$ cat src/ppo_pkg.sv
// ppo_pkg: types, mode codes and gamma table for the pixel point operation block
// no dependencies

package ppo_pkg;

    localparam int unsigned MODE_W = 3;

    localparam logic [MODE_W-1:0] MODE_RED    = 3'd0;
    localparam logic [MODE_W-1:0] MODE_GREEN  = 3'd1;
    localparam logic [MODE_W-1:0] MODE_BLUE   = 3'd2;
    localparam logic [MODE_W-1:0] MODE_GREY   = 3'd3;
    localparam logic [MODE_W-1:0] MODE_INVERT = 3'd4;
    localparam logic [MODE_W-1:0] MODE_GAMMA  = 3'd5;

    // reciprocal of three for the greyscale average: floor(x * 683 / 2048) == x / 3
    localparam logic [9:0] RECIP3       = 10'd683;
    localparam int unsigned RECIP3_SHIFT = 11;

    typedef logic [7:0] t_chan;
    typedef logic [255:0][7:0] t_lut;

    typedef struct packed {
        t_chan red;
        t_chan green;
        t_chan blue;
        logic  eof;
    } t_pix;

    typedef struct packed {
        t_pix       pix;
        t_pix       inv;
        t_pix       gam;
        logic [9:0] sum;
    } t_stage_a;

    typedef struct packed {
        t_pix  pix;
        t_pix  inv;
        t_pix  gam;
        t_chan avg;
    } t_stage_b;

    // largest y with y^11 <= v^5 * 255^6, found by binary search
    function automatic t_chan gamma_calc(input t_chan v);
        logic [95:0] rhs;
        logic [95:0] lhs;
        t_chan       y;
        t_chan       cand;
        rhs = 96'd1;
        y   = 8'd0;
        for (int k = 0; k < 5; k++) begin
            rhs = rhs * {88'd0, v};
        end
        for (int k = 0; k < 6; k++) begin
            rhs = rhs * 96'd255;
        end
        for (int b = 7; b >= 0; b--) begin
            cand = y | (8'd1 << b);
            lhs  = 96'd1;
            for (int k = 0; k < 11; k++) begin
                lhs = lhs * {88'd0, cand};
            end
            if (lhs <= rhs) begin
                y = cand;
            end
        end
        return y;
    endfunction

    function automatic t_lut gamma_table();
        t_lut t;
        for (int i = 0; i < 256; i++) begin
            t[i] = gamma_calc(i[7:0]);
        end
        return t;
    endfunction

    localparam t_lut GAMMA_LUT = gamma_table();

endpackage

$ cat src/pixel_point_operation.sv
// pixel_point_operation: top level, mode register and three-stage pixel pipeline
// depends on ppo_pkg, ppo_stage_a, ppo_stage_b, ppo_stage_c

// One RGB pixel enters per clock while the output is not stalled and passes
// through three pipeline registers (sum, invert and gamma lookup; divide by three;
// mode select). A stall on the output holds the pipeline and reaches the input
// only once all three stages are full. The mode register (0 red, 1 green, 2 blue,
// 3 greyscale, 4 invert, 5 gamma, other codes pass the pixel through) is written
// through the config channel, whose ready is always high; the user must write it
// only while no pixel is in flight, which the block itself does not enforce.

module pixel_point_operation
    import ppo_pkg::*;
(
    input  logic              i_clk,
    input  logic              i_rst_n,
    input  logic              i_in_valid,
    output logic              o_in_stall,
    input  logic [7:0]        i_red_in,
    input  logic [7:0]        i_green_in,
    input  logic [7:0]        i_blue_in,
    input  logic              i_end_of_frame_in,
    output logic              o_out_valid,
    input  logic              i_out_stall,
    output logic [7:0]        o_red_out,
    output logic [7:0]        o_green_out,
    output logic [7:0]        o_blue_out,
    output logic              o_end_of_frame_out,
    input  logic              i_cfg_valid,
    output logic              o_cfg_ready,
    input  logic [MODE_W-1:0] i_cfg_data
);

    logic [MODE_W-1:0] r_mode;
    t_pix              in_pix;
    t_pix              out_pix;
    t_stage_a          a_data;
    t_stage_b          b_data;
    logic              a_ready;
    logic              a_valid;
    logic              b_ready;
    logic              b_valid;
    logic              c_ready;

    assign o_cfg_ready = 1'b1;

    always_ff @(posedge i_clk) begin
        if (!i_rst_n) begin
            r_mode <= MODE_RED;
        end else if (i_cfg_valid && o_cfg_ready) begin
            r_mode <= i_cfg_data;
        end
    end

    assign in_pix.red   = i_red_in;
    assign in_pix.green = i_green_in;
    assign in_pix.blue  = i_blue_in;
    assign in_pix.eof   = i_end_of_frame_in;

    ppo_stage_a u_stage_a (
        .i_clk        (i_clk),
        .i_rst_n      (i_rst_n),
        .i_valid      (i_in_valid),
        .i_pix        (in_pix),
        .i_ready_next (b_ready),
        .o_ready      (a_ready),
        .o_valid      (a_valid),
        .o_data       (a_data)
    );

    ppo_stage_b u_stage_b (
        .i_clk        (i_clk),
        .i_rst_n      (i_rst_n),
        .i_valid      (a_valid),
        .i_data       (a_data),
        .i_ready_next (c_ready),
        .o_ready      (b_ready),
        .o_valid      (b_valid),
        .o_data       (b_data)
    );

    ppo_stage_c u_stage_c (
        .i_clk        (i_clk),
        .i_rst_n      (i_rst_n),
        .i_valid      (b_valid),
        .i_data       (b_data),
        .i_mode       (r_mode),
        .i_ready_next (!i_out_stall),
        .o_ready      (c_ready),
        .o_valid      (o_out_valid),
        .o_pix        (out_pix)
    );

    assign o_in_stall         = !a_ready;
    assign o_red_out          = out_pix.red;
    assign o_green_out        = out_pix.green;
    assign o_blue_out         = out_pix.blue;
    assign o_end_of_frame_out = out_pix.eof;

`ifndef SYNTHESIS
    // input stalls only when every stage holds a beat and the output is stalled
    a_stall_only_full: assert property (@(posedge i_clk) disable iff (!i_rst_n)
        o_in_stall |-> (a_valid && b_valid && o_out_valid && i_out_stall))
        else $error("input stalled with a bubble in the pipeline");

    a_grey_equal: assert property (@(posedge i_clk) disable iff (!i_rst_n)
        (o_out_valid && r_mode == MODE_GREY) |->
            (o_red_out == o_green_out && o_green_out == o_blue_out))
        else $error("greyscale beat with unequal channels");

    a_red_only: assert property (@(posedge i_clk) disable iff (!i_rst_n)
        (o_out_valid && r_mode == MODE_RED) |-> (o_green_out == 8'd0 && o_blue_out == 8'd0))
        else $error("red-only beat with nonzero green or blue");
`endif

endmodule

$ cat src/ppo_stage_a.sv
// ppo_stage_a: first pipeline stage, channel sum, invert and gamma lookups
// depends on ppo_pkg

module ppo_stage_a
    import ppo_pkg::*;
(
    input  logic     i_clk,
    input  logic     i_rst_n,
    input  logic     i_valid,
    input  t_pix     i_pix,
    input  logic     i_ready_next,
    output logic     o_ready,
    output logic     o_valid,
    output t_stage_a o_data
);

    logic     r_valid;
    t_stage_a r_data;
    t_stage_a n_data;

    assign o_ready = !r_valid || i_ready_next;

    always_comb begin
        n_data.pix       = i_pix;
        n_data.inv.red   = 8'd255 - i_pix.red;
        n_data.inv.green = 8'd255 - i_pix.green;
        n_data.inv.blue  = 8'd255 - i_pix.blue;
        n_data.inv.eof   = i_pix.eof;
        n_data.gam.red   = GAMMA_LUT[i_pix.red];
        n_data.gam.green = GAMMA_LUT[i_pix.green];
        n_data.gam.blue  = GAMMA_LUT[i_pix.blue];
        n_data.gam.eof   = i_pix.eof;
        n_data.sum       = {2'b00, i_pix.red} + {2'b00, i_pix.green} + {2'b00, i_pix.blue};
    end

    always_ff @(posedge i_clk) begin
        if (!i_rst_n) begin
            r_valid <= 1'b0;
        end else if (o_ready) begin
            r_valid <= i_valid;
        end
    end

    always_ff @(posedge i_clk) begin
        if (o_ready && i_valid) begin
            r_data <= n_data;
        end
    end

    assign o_valid = r_valid;
    assign o_data  = r_data;

endmodule

$ cat src/ppo_stage_b.sv
// ppo_stage_b: second pipeline stage, divides the channel sum by three
// depends on ppo_pkg

module ppo_stage_b
    import ppo_pkg::*;
(
    input  logic     i_clk,
    input  logic     i_rst_n,
    input  logic     i_valid,
    input  t_stage_a i_data,
    input  logic     i_ready_next,
    output logic     o_ready,
    output logic     o_valid,
    output t_stage_b o_data
);

    logic        r_valid;
    t_stage_b    r_data;
    t_stage_b    n_data;
    logic [19:0] prod;

    assign o_ready = !r_valid || i_ready_next;
    assign prod    = i_data.sum * RECIP3;

    always_comb begin
        n_data.pix = i_data.pix;
        n_data.inv = i_data.inv;
        n_data.gam = i_data.gam;
        n_data.avg = prod[RECIP3_SHIFT +: 8];
    end

    always_ff @(posedge i_clk) begin
        if (!i_rst_n) begin
            r_valid <= 1'b0;
        end else if (o_ready) begin
            r_valid <= i_valid;
        end
    end

    always_ff @(posedge i_clk) begin
        if (o_ready && i_valid) begin
            r_data <= n_data;
        end
    end

    assign o_valid = r_valid;
    assign o_data  = r_data;

endmodule

$ cat src/ppo_stage_c.sv
// ppo_stage_c: last pipeline stage, picks the result for the mode into the output register
// depends on ppo_pkg

module ppo_stage_c
    import ppo_pkg::*;
(
    input  logic              i_clk,
    input  logic              i_rst_n,
    input  logic              i_valid,
    input  t_stage_b          i_data,
    input  logic [MODE_W-1:0] i_mode,
    input  logic              i_ready_next,
    output logic              o_ready,
    output logic              o_valid,
    output t_pix              o_pix
);

    logic r_valid;
    t_pix r_pix;
    t_pix n_pix;

    assign o_ready = !r_valid || i_ready_next;

    always_comb begin
        n_pix = i_data.pix;
        unique case (i_mode)
            MODE_RED: begin
                n_pix.green = 8'd0;
                n_pix.blue  = 8'd0;
            end
            MODE_GREEN: begin
                n_pix.red  = 8'd0;
                n_pix.blue = 8'd0;
            end
            MODE_BLUE: begin
                n_pix.red   = 8'd0;
                n_pix.green = 8'd0;
            end
            MODE_GREY: begin
                n_pix.red   = i_data.avg;
                n_pix.green = i_data.avg;
                n_pix.blue  = i_data.avg;
            end
            MODE_INVERT: begin
                n_pix = i_data.inv;
            end
            MODE_GAMMA: begin
                n_pix = i_data.gam;
            end
            default: begin
                n_pix = i_data.pix;
            end
        endcase
    end

    always_ff @(posedge i_clk) begin
        if (!i_rst_n) begin
            r_valid <= 1'b0;
        end else if (o_ready) begin
            r_valid <= i_valid;
        end
    end

    always_ff @(posedge i_clk) begin
        if (o_ready && i_valid) begin
            r_pix <= n_pix;
        end
    end

    assign o_valid = r_valid;
    assign o_pix   = r_pix;

endmodule

$ cat config.mk
export PLATFORM = sky130hd
export DESIGN_NAME = pixel_point_operation
export DESIGN_NICKNAME = d
export VERILOG_FILES = /design/src/ppo_pkg.sv /design/src/pixel_point_operation.sv /design/src/ppo_stage_a.sv /design/src/ppo_stage_b.sv /design/src/ppo_stage_c.sv
export SDC_FILE = /design/constraint.sdc
export NUM_CORES = 1
export LEC_CHECK = 0
export ABC_CLOCK_PERIOD_IN_PS = 5000
export BUFFER_PORTS_ARGS = -buffer_cell sky130_fd_sc_hd__buf_2
export CAP_MARGIN = 20
export CORE_ASPECT_RATIO = 2
export CORE_MARGIN = 2
export CORE_UTILIZATION = 57
export CTS_CLUSTER_DIAMETER = 40
export CTS_CLUSTER_SIZE = 14
export DETAILED_ROUTE_END_ITERATION = 6
export PLACE_DENSITY = 0.82
export SETUP_SLACK_MARGIN = 0.5
export SLEW_MARGIN = 40
export SYNTH_ARGS = -nofsm -noshare
export SYNTH_HDL_FRONTEND = slang
export SYNTH_SLANG_ARGS = --single-unit
export TNS_END_PERCENT = 1
$ cat constraint.sdc
create_clock -name i_clk -period 5 [get_ports i_clk]
set_input_delay 0.25 -clock i_clk [delete_from_list [all_inputs] [get_ports i_clk]]
set_output_delay 0.25 -clock i_clk [all_outputs]
set_load 0.1 [all_outputs]
* Word level (Yosys, flattened, before mapping)
Memories as Yosys holds them, arrays and structs flattened. A register that Yosys moved wholly into a read port is not among the register bits.
Cells that the tools add are included.
** Operators by class
- $add $sub $neg :: 5
- Multiply operators :: 1
- Div/mod/pow operators :: 0
- Magnitude comparators :: 0
- Eq/ne operators :: 5
- Shift-type cells :: 0
- Mux-type cells :: 3
- Bitwise operators :: 0
- Reductions and logical operators :: 15
** Operators with widths (count)
- $pmux W8 S4 :: 3
- $sub A8 B8 Y8 const A :: 3
- $mul A10 B10 Y19 const B :: 1
- $add A10 B8 Y10 :: 1
- $add A8 B8 Y9 :: 1
- $eq A3 B2 Y1 const B :: 2
- $eq A3 B3 Y1 const B :: 2
- $reduce_or A2 Y1 :: 3
- $logic_not A1 Y1 :: 5
- $eq A3 B1 Y1 const B :: 1
- $logic_and A1 B1 Y1 :: 3
- $logic_not A3 Y1 :: 1
- $logic_or A1 B1 Y1 :: 3
** Word-level totals
- Bits in registers :: 171
- Latch bits :: 0
- RAM bits :: 0
- ROM bits :: 6144
- Logic and storage cells :: 59
- Memories kept :: 3
** Memory list
- (name not given) :: words 256, bits a word 8, read ports 1, clocked after Yosys merged registers in 1, write ports 0, RTL line ppo_stage_a.sv:29 : n_data.gam.red = GAMMA_LUT[i_pix.red];
- (name not given) :: words 256, bits a word 8, read ports 1, clocked after Yosys merged registers in 1, write ports 0, RTL line ppo_stage_a.sv:30 : n_data.gam.green = GAMMA_LUT[i_pix.green];
- (name not given) :: words 256, bits a word 8, read ports 1, clocked after Yosys merged registers in 1, write ports 0, RTL line ppo_stage_a.sv:31 : n_data.gam.blue = GAMMA_LUT[i_pix.blue];

* Depth between registers and ports, before layout
- Depth in word-level cells :: 5
- Depth in mapped cells :: 16
- Gate-level depth less buffers :: 16

* By module
Synthesis repeated with hierarchy kept, for this count alone.
** Second synthesis, totals
- Cell total of the unflattened synthesis :: 1318
- Area, all modules :: 13659.4 sq um
** Modules (own cells, without submodules)
- ppo_stage_a :: times used 1, cells an instance 862, area an instance 7477.2 sq um
- ppo_stage_b :: times used 1, cells an instance 274, area an instance 4272.8 sq um
- ppo_stage_c :: times used 1, cells an instance 169, area an instance 1781.7 sq um
- pixel_point_operation :: times used 1, cells an instance 13, area an instance 127.6 sq um

* Worst setup path before layout
No wires, ideal clock.
- Path type :: reg2reg
- Start point :: reg u_stage_c.r_valid (netlist: u_stage_c.o_valid)
- End point :: reg u_stage_a.r_data, in the netlist u_stage_a.o_data[0], enable pin
- Arrival :: 5.293 ns
- Data required time :: 4.467 ns
- Setup slack :: -0.827 ns
- Cell stages (with the launch flop) :: 4
- Buffers on the path :: 0
- Path through :: dfxtp_1 > and3_1 > and2_1 > nor2b_1
** On the way
- Longest elaborated chain between the ends :: 5
** RTL lines
- from (decl) :: RTL line ppo_stage_c.sv:18 : logic r_valid;
- from (signal assigned) :: RTL line ppo_stage_c.sv:60 : r_valid <= i_valid;
- $logic_not A1 Y1 :: RTL line ppo_stage_c.sv:22 : assign o_ready = !r_valid || i_ready_next;
- $logic_or A1 B1 Y1 :: RTL line ppo_stage_c.sv:22
- $logic_or A1 B1 Y1 :: RTL line ppo_stage_b.sv:22 : assign o_ready = !r_valid || i_ready_next;
- $logic_or A1 B1 Y1 :: RTL line ppo_stage_a.sv:21 : assign o_ready = !r_valid || i_ready_next;
- $logic_and A1 B1 Y1 :: RTL line ppo_stage_a.sv:45 : if (o_ready && i_valid) begin
- to (signal assigned) :: RTL line ppo_stage_a.sv:46 : r_data <= n_data;
- to (decl) :: RTL line ppo_stage_a.sv:18 : t_stage_a r_data;
Every way passes these cells.
A chain may end at the register's enable or synchronous reset.

* Worst setup path in the final report
- Start point :: reg u_stage_a.r_data, in the netlist u_stage_a.o_data[7]
- End point :: reg u_stage_b.r_data, in the netlist u_stage_b.o_data[7], data pin
** On the way
- Longest elaborated chain between the ends :: 1
** RTL lines
- $mul A10 B10 Y19 :: RTL line ppo_stage_b.sv:23 : assign prod = i_data.sum * RECIP3;
- named net u_stage_b.prod[18] :: RTL line ppo_stage_b.sv:20 : logic [19:0] prod;
- to (signal assigned) :: RTL line ppo_stage_b.sv:42 : r_data <= n_data;
- to (decl) :: RTL line ppo_stage_b.sv:18 : t_stage_b r_data;
The timed path passes the listed nets, and every way through them passes these cells.

==> results.sh <==
export IMPL_layout_drive_gt1_share_pct=12.9
export IMPL_place_inst=1578
export IMPL_hold_viol=0
export IMPL_synthesis_area_sq_mm=0.0137
export IMPL_final_util_pct=62.7
export IMPL_dpl_worst_slack_ps=324
export IMPL_worst_ep_arrival_time_ps=4630
export IMPL_worstPathMaxFanout=3
export IMPL_period_share_pct=88.6
export IMPL_max_stage_delay_ps=540
export IMPL_fin_cells=1621
export IMPL_outcome="finished with violations"
export IMPL_setup_viol=0
export IMPL_yosys_warnings=0
export IMPL_vias=10700
export IMPL_critPathLaunchType="flop"
export IMPL_die_area_sq_mm=0.0253
export IMPL_initial_core_util_pct=57.7
export IMPL_crit_top_cell="inv_1"
export IMPL_synth_compound_area_share_pct=19.6
export IMPL_ys_types=75
export IMPL_first_global_vias=10500
export IMPL_rsz0062_at_grt="no"
export IMPL_grt_usage_pct=26.8
export IMPL_post_synth_cell_area_avg_sq_um=10.3
export IMPL_diodes=0
export IMPL_crit_slowest_cell="fa_1"
export IMPL_gp_congestion=0.934
export IMPL_dp_hpwl_microns=23600
export IMPL_drt_pass1_iter_count=7
export IMPL_syn_inst=1322
export IMPL_tns_ps=0
export IMPL_finalWirelength_microns=33600
export IMPL_root_buffer="clkbuf_16"
export IMPL_synth_top_family_by_area="compound AO/OA/AOI/OAI gates"
export IMPL_yosys_most_used_dff="edfxtp_1"
export IMPL_vdd_ir_drop_max_mv=0.450
export IMPL_slew_headroom_pct=49.8
export IMPL_antenna_found_initial=0
export IMPL_p_leak_nw=5.75
export IMPL_swShare_pct=41.4
export IMPL_synthXorXnorAreaFrac_pct=2.37
export IMPL_multiInputGateArea_sq_mm=0.00721
export IMPL_violations="DRC"
export IMPL_cts_max_path_buffers=2
export IMPL_yosysSeqAreaShare_pct=42.4
export IMPL_grt_ovfl_total=0
export IMPL_num_io_pins=61
export IMPL_clkLatencyLatePin_ps=450
export IMPL_final_seq_area_sq_mm=0.00580
export IMPL_fmax_mhz=226
export IMPL_via_per_inst=6.60
export IMPL_worst_slew_pin_slew_ps=752
export IMPL_coreArea_sq_mm=0.0237
export IMPL_grt_first_pass_wirelength_microns=53400
export IMPL_internal_power_mw=4.99
export IMPL_synth_edf_count=189
export IMPL_h_tree_depth=4
export IMPL_wl_per_cell_microns=20.7
export IMPL_power_frac_seq_pct=27.0
export IMPL_crit_path_end_kind="flop"
export IMPL_min_path_type="in -> reg"
export IMPL_skew_ps=9.02
export IMPL_synth_seq_cells=195
export IMPL_synthesis_nets=1489
export IMPL_die_h_microns=223
export IMPL_comb_power_share_pct=56.4
export IMPL_clkSlewWorstSetupHoldPaths_ps=80
export IMPL_p_switching_mw=3.53
export IMPL_period_needed_ps=4430
export IMPL_port_buffers=59
export IMPL_synth_fa_ha_area_share_pct=13.5
export IMPL_synth_simple_area_share_pct=11.0
export IMPL_crit_chain="ha_4 > ha_4 > inv_1 > fa_1 > inv_1 > fa_1 > inv_1 > fa_1 > inv_1 > ha_4 > nand4_1 > a211oi_2 > nor4b_2 > buf_4 > nor3_4 > o41ai_2 > xnor2_1"
export IMPL_worst_setup_path_type="reg -> reg"
export IMPL_cts_tree="built"
export IMPL_die_w_microns=114
export IMPL_dr_first_iter_drc_count=1424
export IMPL_drc_errors=1
export IMPL_drv_slew=0
export IMPL_power_density_mw_per_mm2=574
export IMPL_cp_required_ps=5200
export IMPL_clkPwrFrac_pct=16.6
export IMPL_async_flop_share_pct=0
export IMPL_fillers=1818
export IMPL_std_cell_rows=80
export IMPL_numCtsBuffers=17
export IMPL_final_antenna_net_count=0
export IMPL_synthToLayoutAreaGrowth_pct=8.65
export IMPL_grt_max_degree=61
export IMPL_nets=1488
export IMPL_max_cap_viol_count=0
export IMPL_cts_sinks=195
export IMPL_yosys_mux_area_fraction_pct=4.86
export IMPL_fin_ws_ps=572
==> cells in the mapped netlist (5+ instances only) <==
| master | n | share of area (%) |
|---|---|---|
| o31ai_1 | 12 | 0.66 |
| inv_1 | 81 | 2.2 |
| o22ai_1 | 23 | 1.1 |
| and3_1 | 6 | 0.27 |
| o21ai_1 | 9 | 0.33 |
| a21oi_1 | 82 | 3.0 |
| dfxtp_1 | 6 | 0.88 |
| o211ai_1 | 23 | 1.3 |
| a31oi_1 | 10 | 0.46 |
| a211oi_1 | 39 | 2.1 |
| a22o_1 | 18 | 1.2 |
| mux2i_1 | 27 | 2.0 |
| xor2_1 | 10 | 0.64 |
| a221o_1 | 9 | 0.66 |
| nand3_1 | 19 | 0.70 |
| nor3_1 | 29 | 1.1 |
| ha_1 | 111 | 10 |
| clkbuf_1 | 42 | 1.2 |
| o21bai_1 | 6 | 0.33 |
| buf_2 | 40 | 1.5 |
| a2111oi_0 | 9 | 0.58 |
| xnor2_1 | 27 | 1.7 |
| nand2b_1 | 16 | 0.73 |
| fa_1 | 23 | 3.4 |
| and2_1 | 6 | 0.27 |
| buf_4 | 10 | 0.55 |
| buf_6 | 5 | 0.41 |
| buf_1 | 6 | 0.16 |
| edfxtp_1 | 189 | 41 |
| o21ai_0 | 73 | 2.7 |
| nor2b_1 | 33 | 1.5 |
| a221oi_1 | 6 | 0.38 |
| nand2_1 | 90 | 2.5 |
| mux4_2 | 16 | 2.6 |
| inv_2 | 5 | 0.14 |
| o311ai_0 | 10 | 0.64 |
| a21o_1 | 9 | 0.49 |
| nor2_1 | 93 | 2.6 |
| o21a_1 | 8 | 0.44 |
| a311oi_1 | 10 | 0.64 |
==> layer usage <==
metal  vias to the layer above  share of wire, %  track usage [%]
li1                       4951                 -                -
met1                      5052                36             31.2
met2                       567                52             46.8
met3                       136               5.8             2.83
met4                         0               6.0             16.2
met5                         -                 0                0
==> final timing paths <==
check	start	end	slack, ps	cells past startpoint
min reg2reg	u_stage_a.o_data[38]	u_stage_b.o_data[36]	410	0
max	u_stage_a.o_data[7]	u_stage_b.o_data[7]	570	17
min	i_in_valid	u_stage_a.o_valid	30	2
max reg2reg	u_stage_a.o_data[7]	u_stage_b.o_data[7]	570	17
==> cell type report <==
| type | instances | share of cell area, % |
|---|---|---|
| inverters | 90 | 2.27 |
| well taps | 287 | 2.42 |
| clock buffers | 17 | 2.86 |
| flip-flops and latches | 195 | 39.0 |
| multi-input cells | 934 | 48.5 |
| repair buffers | 83 | 3.54 |
| clock inverters | 15 | 1.42 |
==> worst max-delay path: cells and delay by family (launching register included) <==
family	cells	cell delay (ps)
AO/OA/AOI/OAI	2	450
XOR/XNOR	1	130
adder cells (fa/ha/maj)	6	2300
buffers and inverters	5	390
flip-flops	1	490
AND/OR/NAND/NOR	3	420
==> power by group through the flow <==
stage	clock, mW	sequential, mW	combinational (mW)
after floorplan	0	2.31	3.04
after global placement	0	2.33	3.79
after detailed placement	0	2.33	4.04
after CTS	1.44	2.30	4.23
after global routing	1.49	2.31	5.32
final	1.42	2.30	4.81
==> repair_timing <==
action,CTS,global route
endpoints found under the setup margin,4,5
hold buffers,1,0
buffers inserted,1,9
hold endpoints to repair,1,0
gates resized for setup,4,17
pin swaps,1,9
==> cell usage in the layout (no fill, tap or decap), types with 5 or more instances in the layout <==
master,count
and3_1,6
ha_1,102
o21ai_0,72
and2_1,6
nor2b_1,31
nand2b_1,16
a2111oi_0,9
inv_1,81
o311ai_0,10
mux4_2,16
dfxtp_1,6
a21o_1,9
o211ai_1,23
a21oi_1,80
a211oi_1,38
o21a_1,8
nor3_1,28
nand2_1,90
a221oi_1,6
xnor2_1,27
o21ai_1,10
clkinv_8,6
fa_1,23
edfxtp_1,189
clkbuf_16,17
a221o_1,9
ha_4,8
a31oi_1,10
inv_2,5
o21bai_1,6
a311oi_1,10
a22o_1,18
nand3_1,19
o22ai_1,23
o31ai_1,11
nor2_1,90
xor2_1,10
buf_4,24
buf_2,56
mux2i_1,27
==> per-stage QoR <==
stage	area [sq um]	hold WS, ps	power, mW
4_1_cts	14700	11.5	7.97
6_report	14900	30.5	8.53
2_1_floorplan	13700	349	5.35
3_3_place_gp	13900	401	6.12
3_5_place_dp	14000	405	6.37
5_1_grt	14900	44.8	9.12
==> flip-flops by register name, indices dropped and copies added, names as in the netlist <==
register	cells
r_mode	3
u_stage_b.o_data	81
u_stage_a.o_valid	1
u_stage_c.o_valid	1
u_stage_b.o_valid	1
u_stage_c.o_pix	25
u_stage_a.o_data	83
==> cells by family after synthesis <==
kind of cell,Yosys count
DFF,195
and+or+nand+nor,319
adders and majority gates,134
AOI/OAI and AO/OA,397
other,1
muxes,46
buffers and inverters,193
xor gates and xnor gates,37
Power figures use the tool's default switching activity.
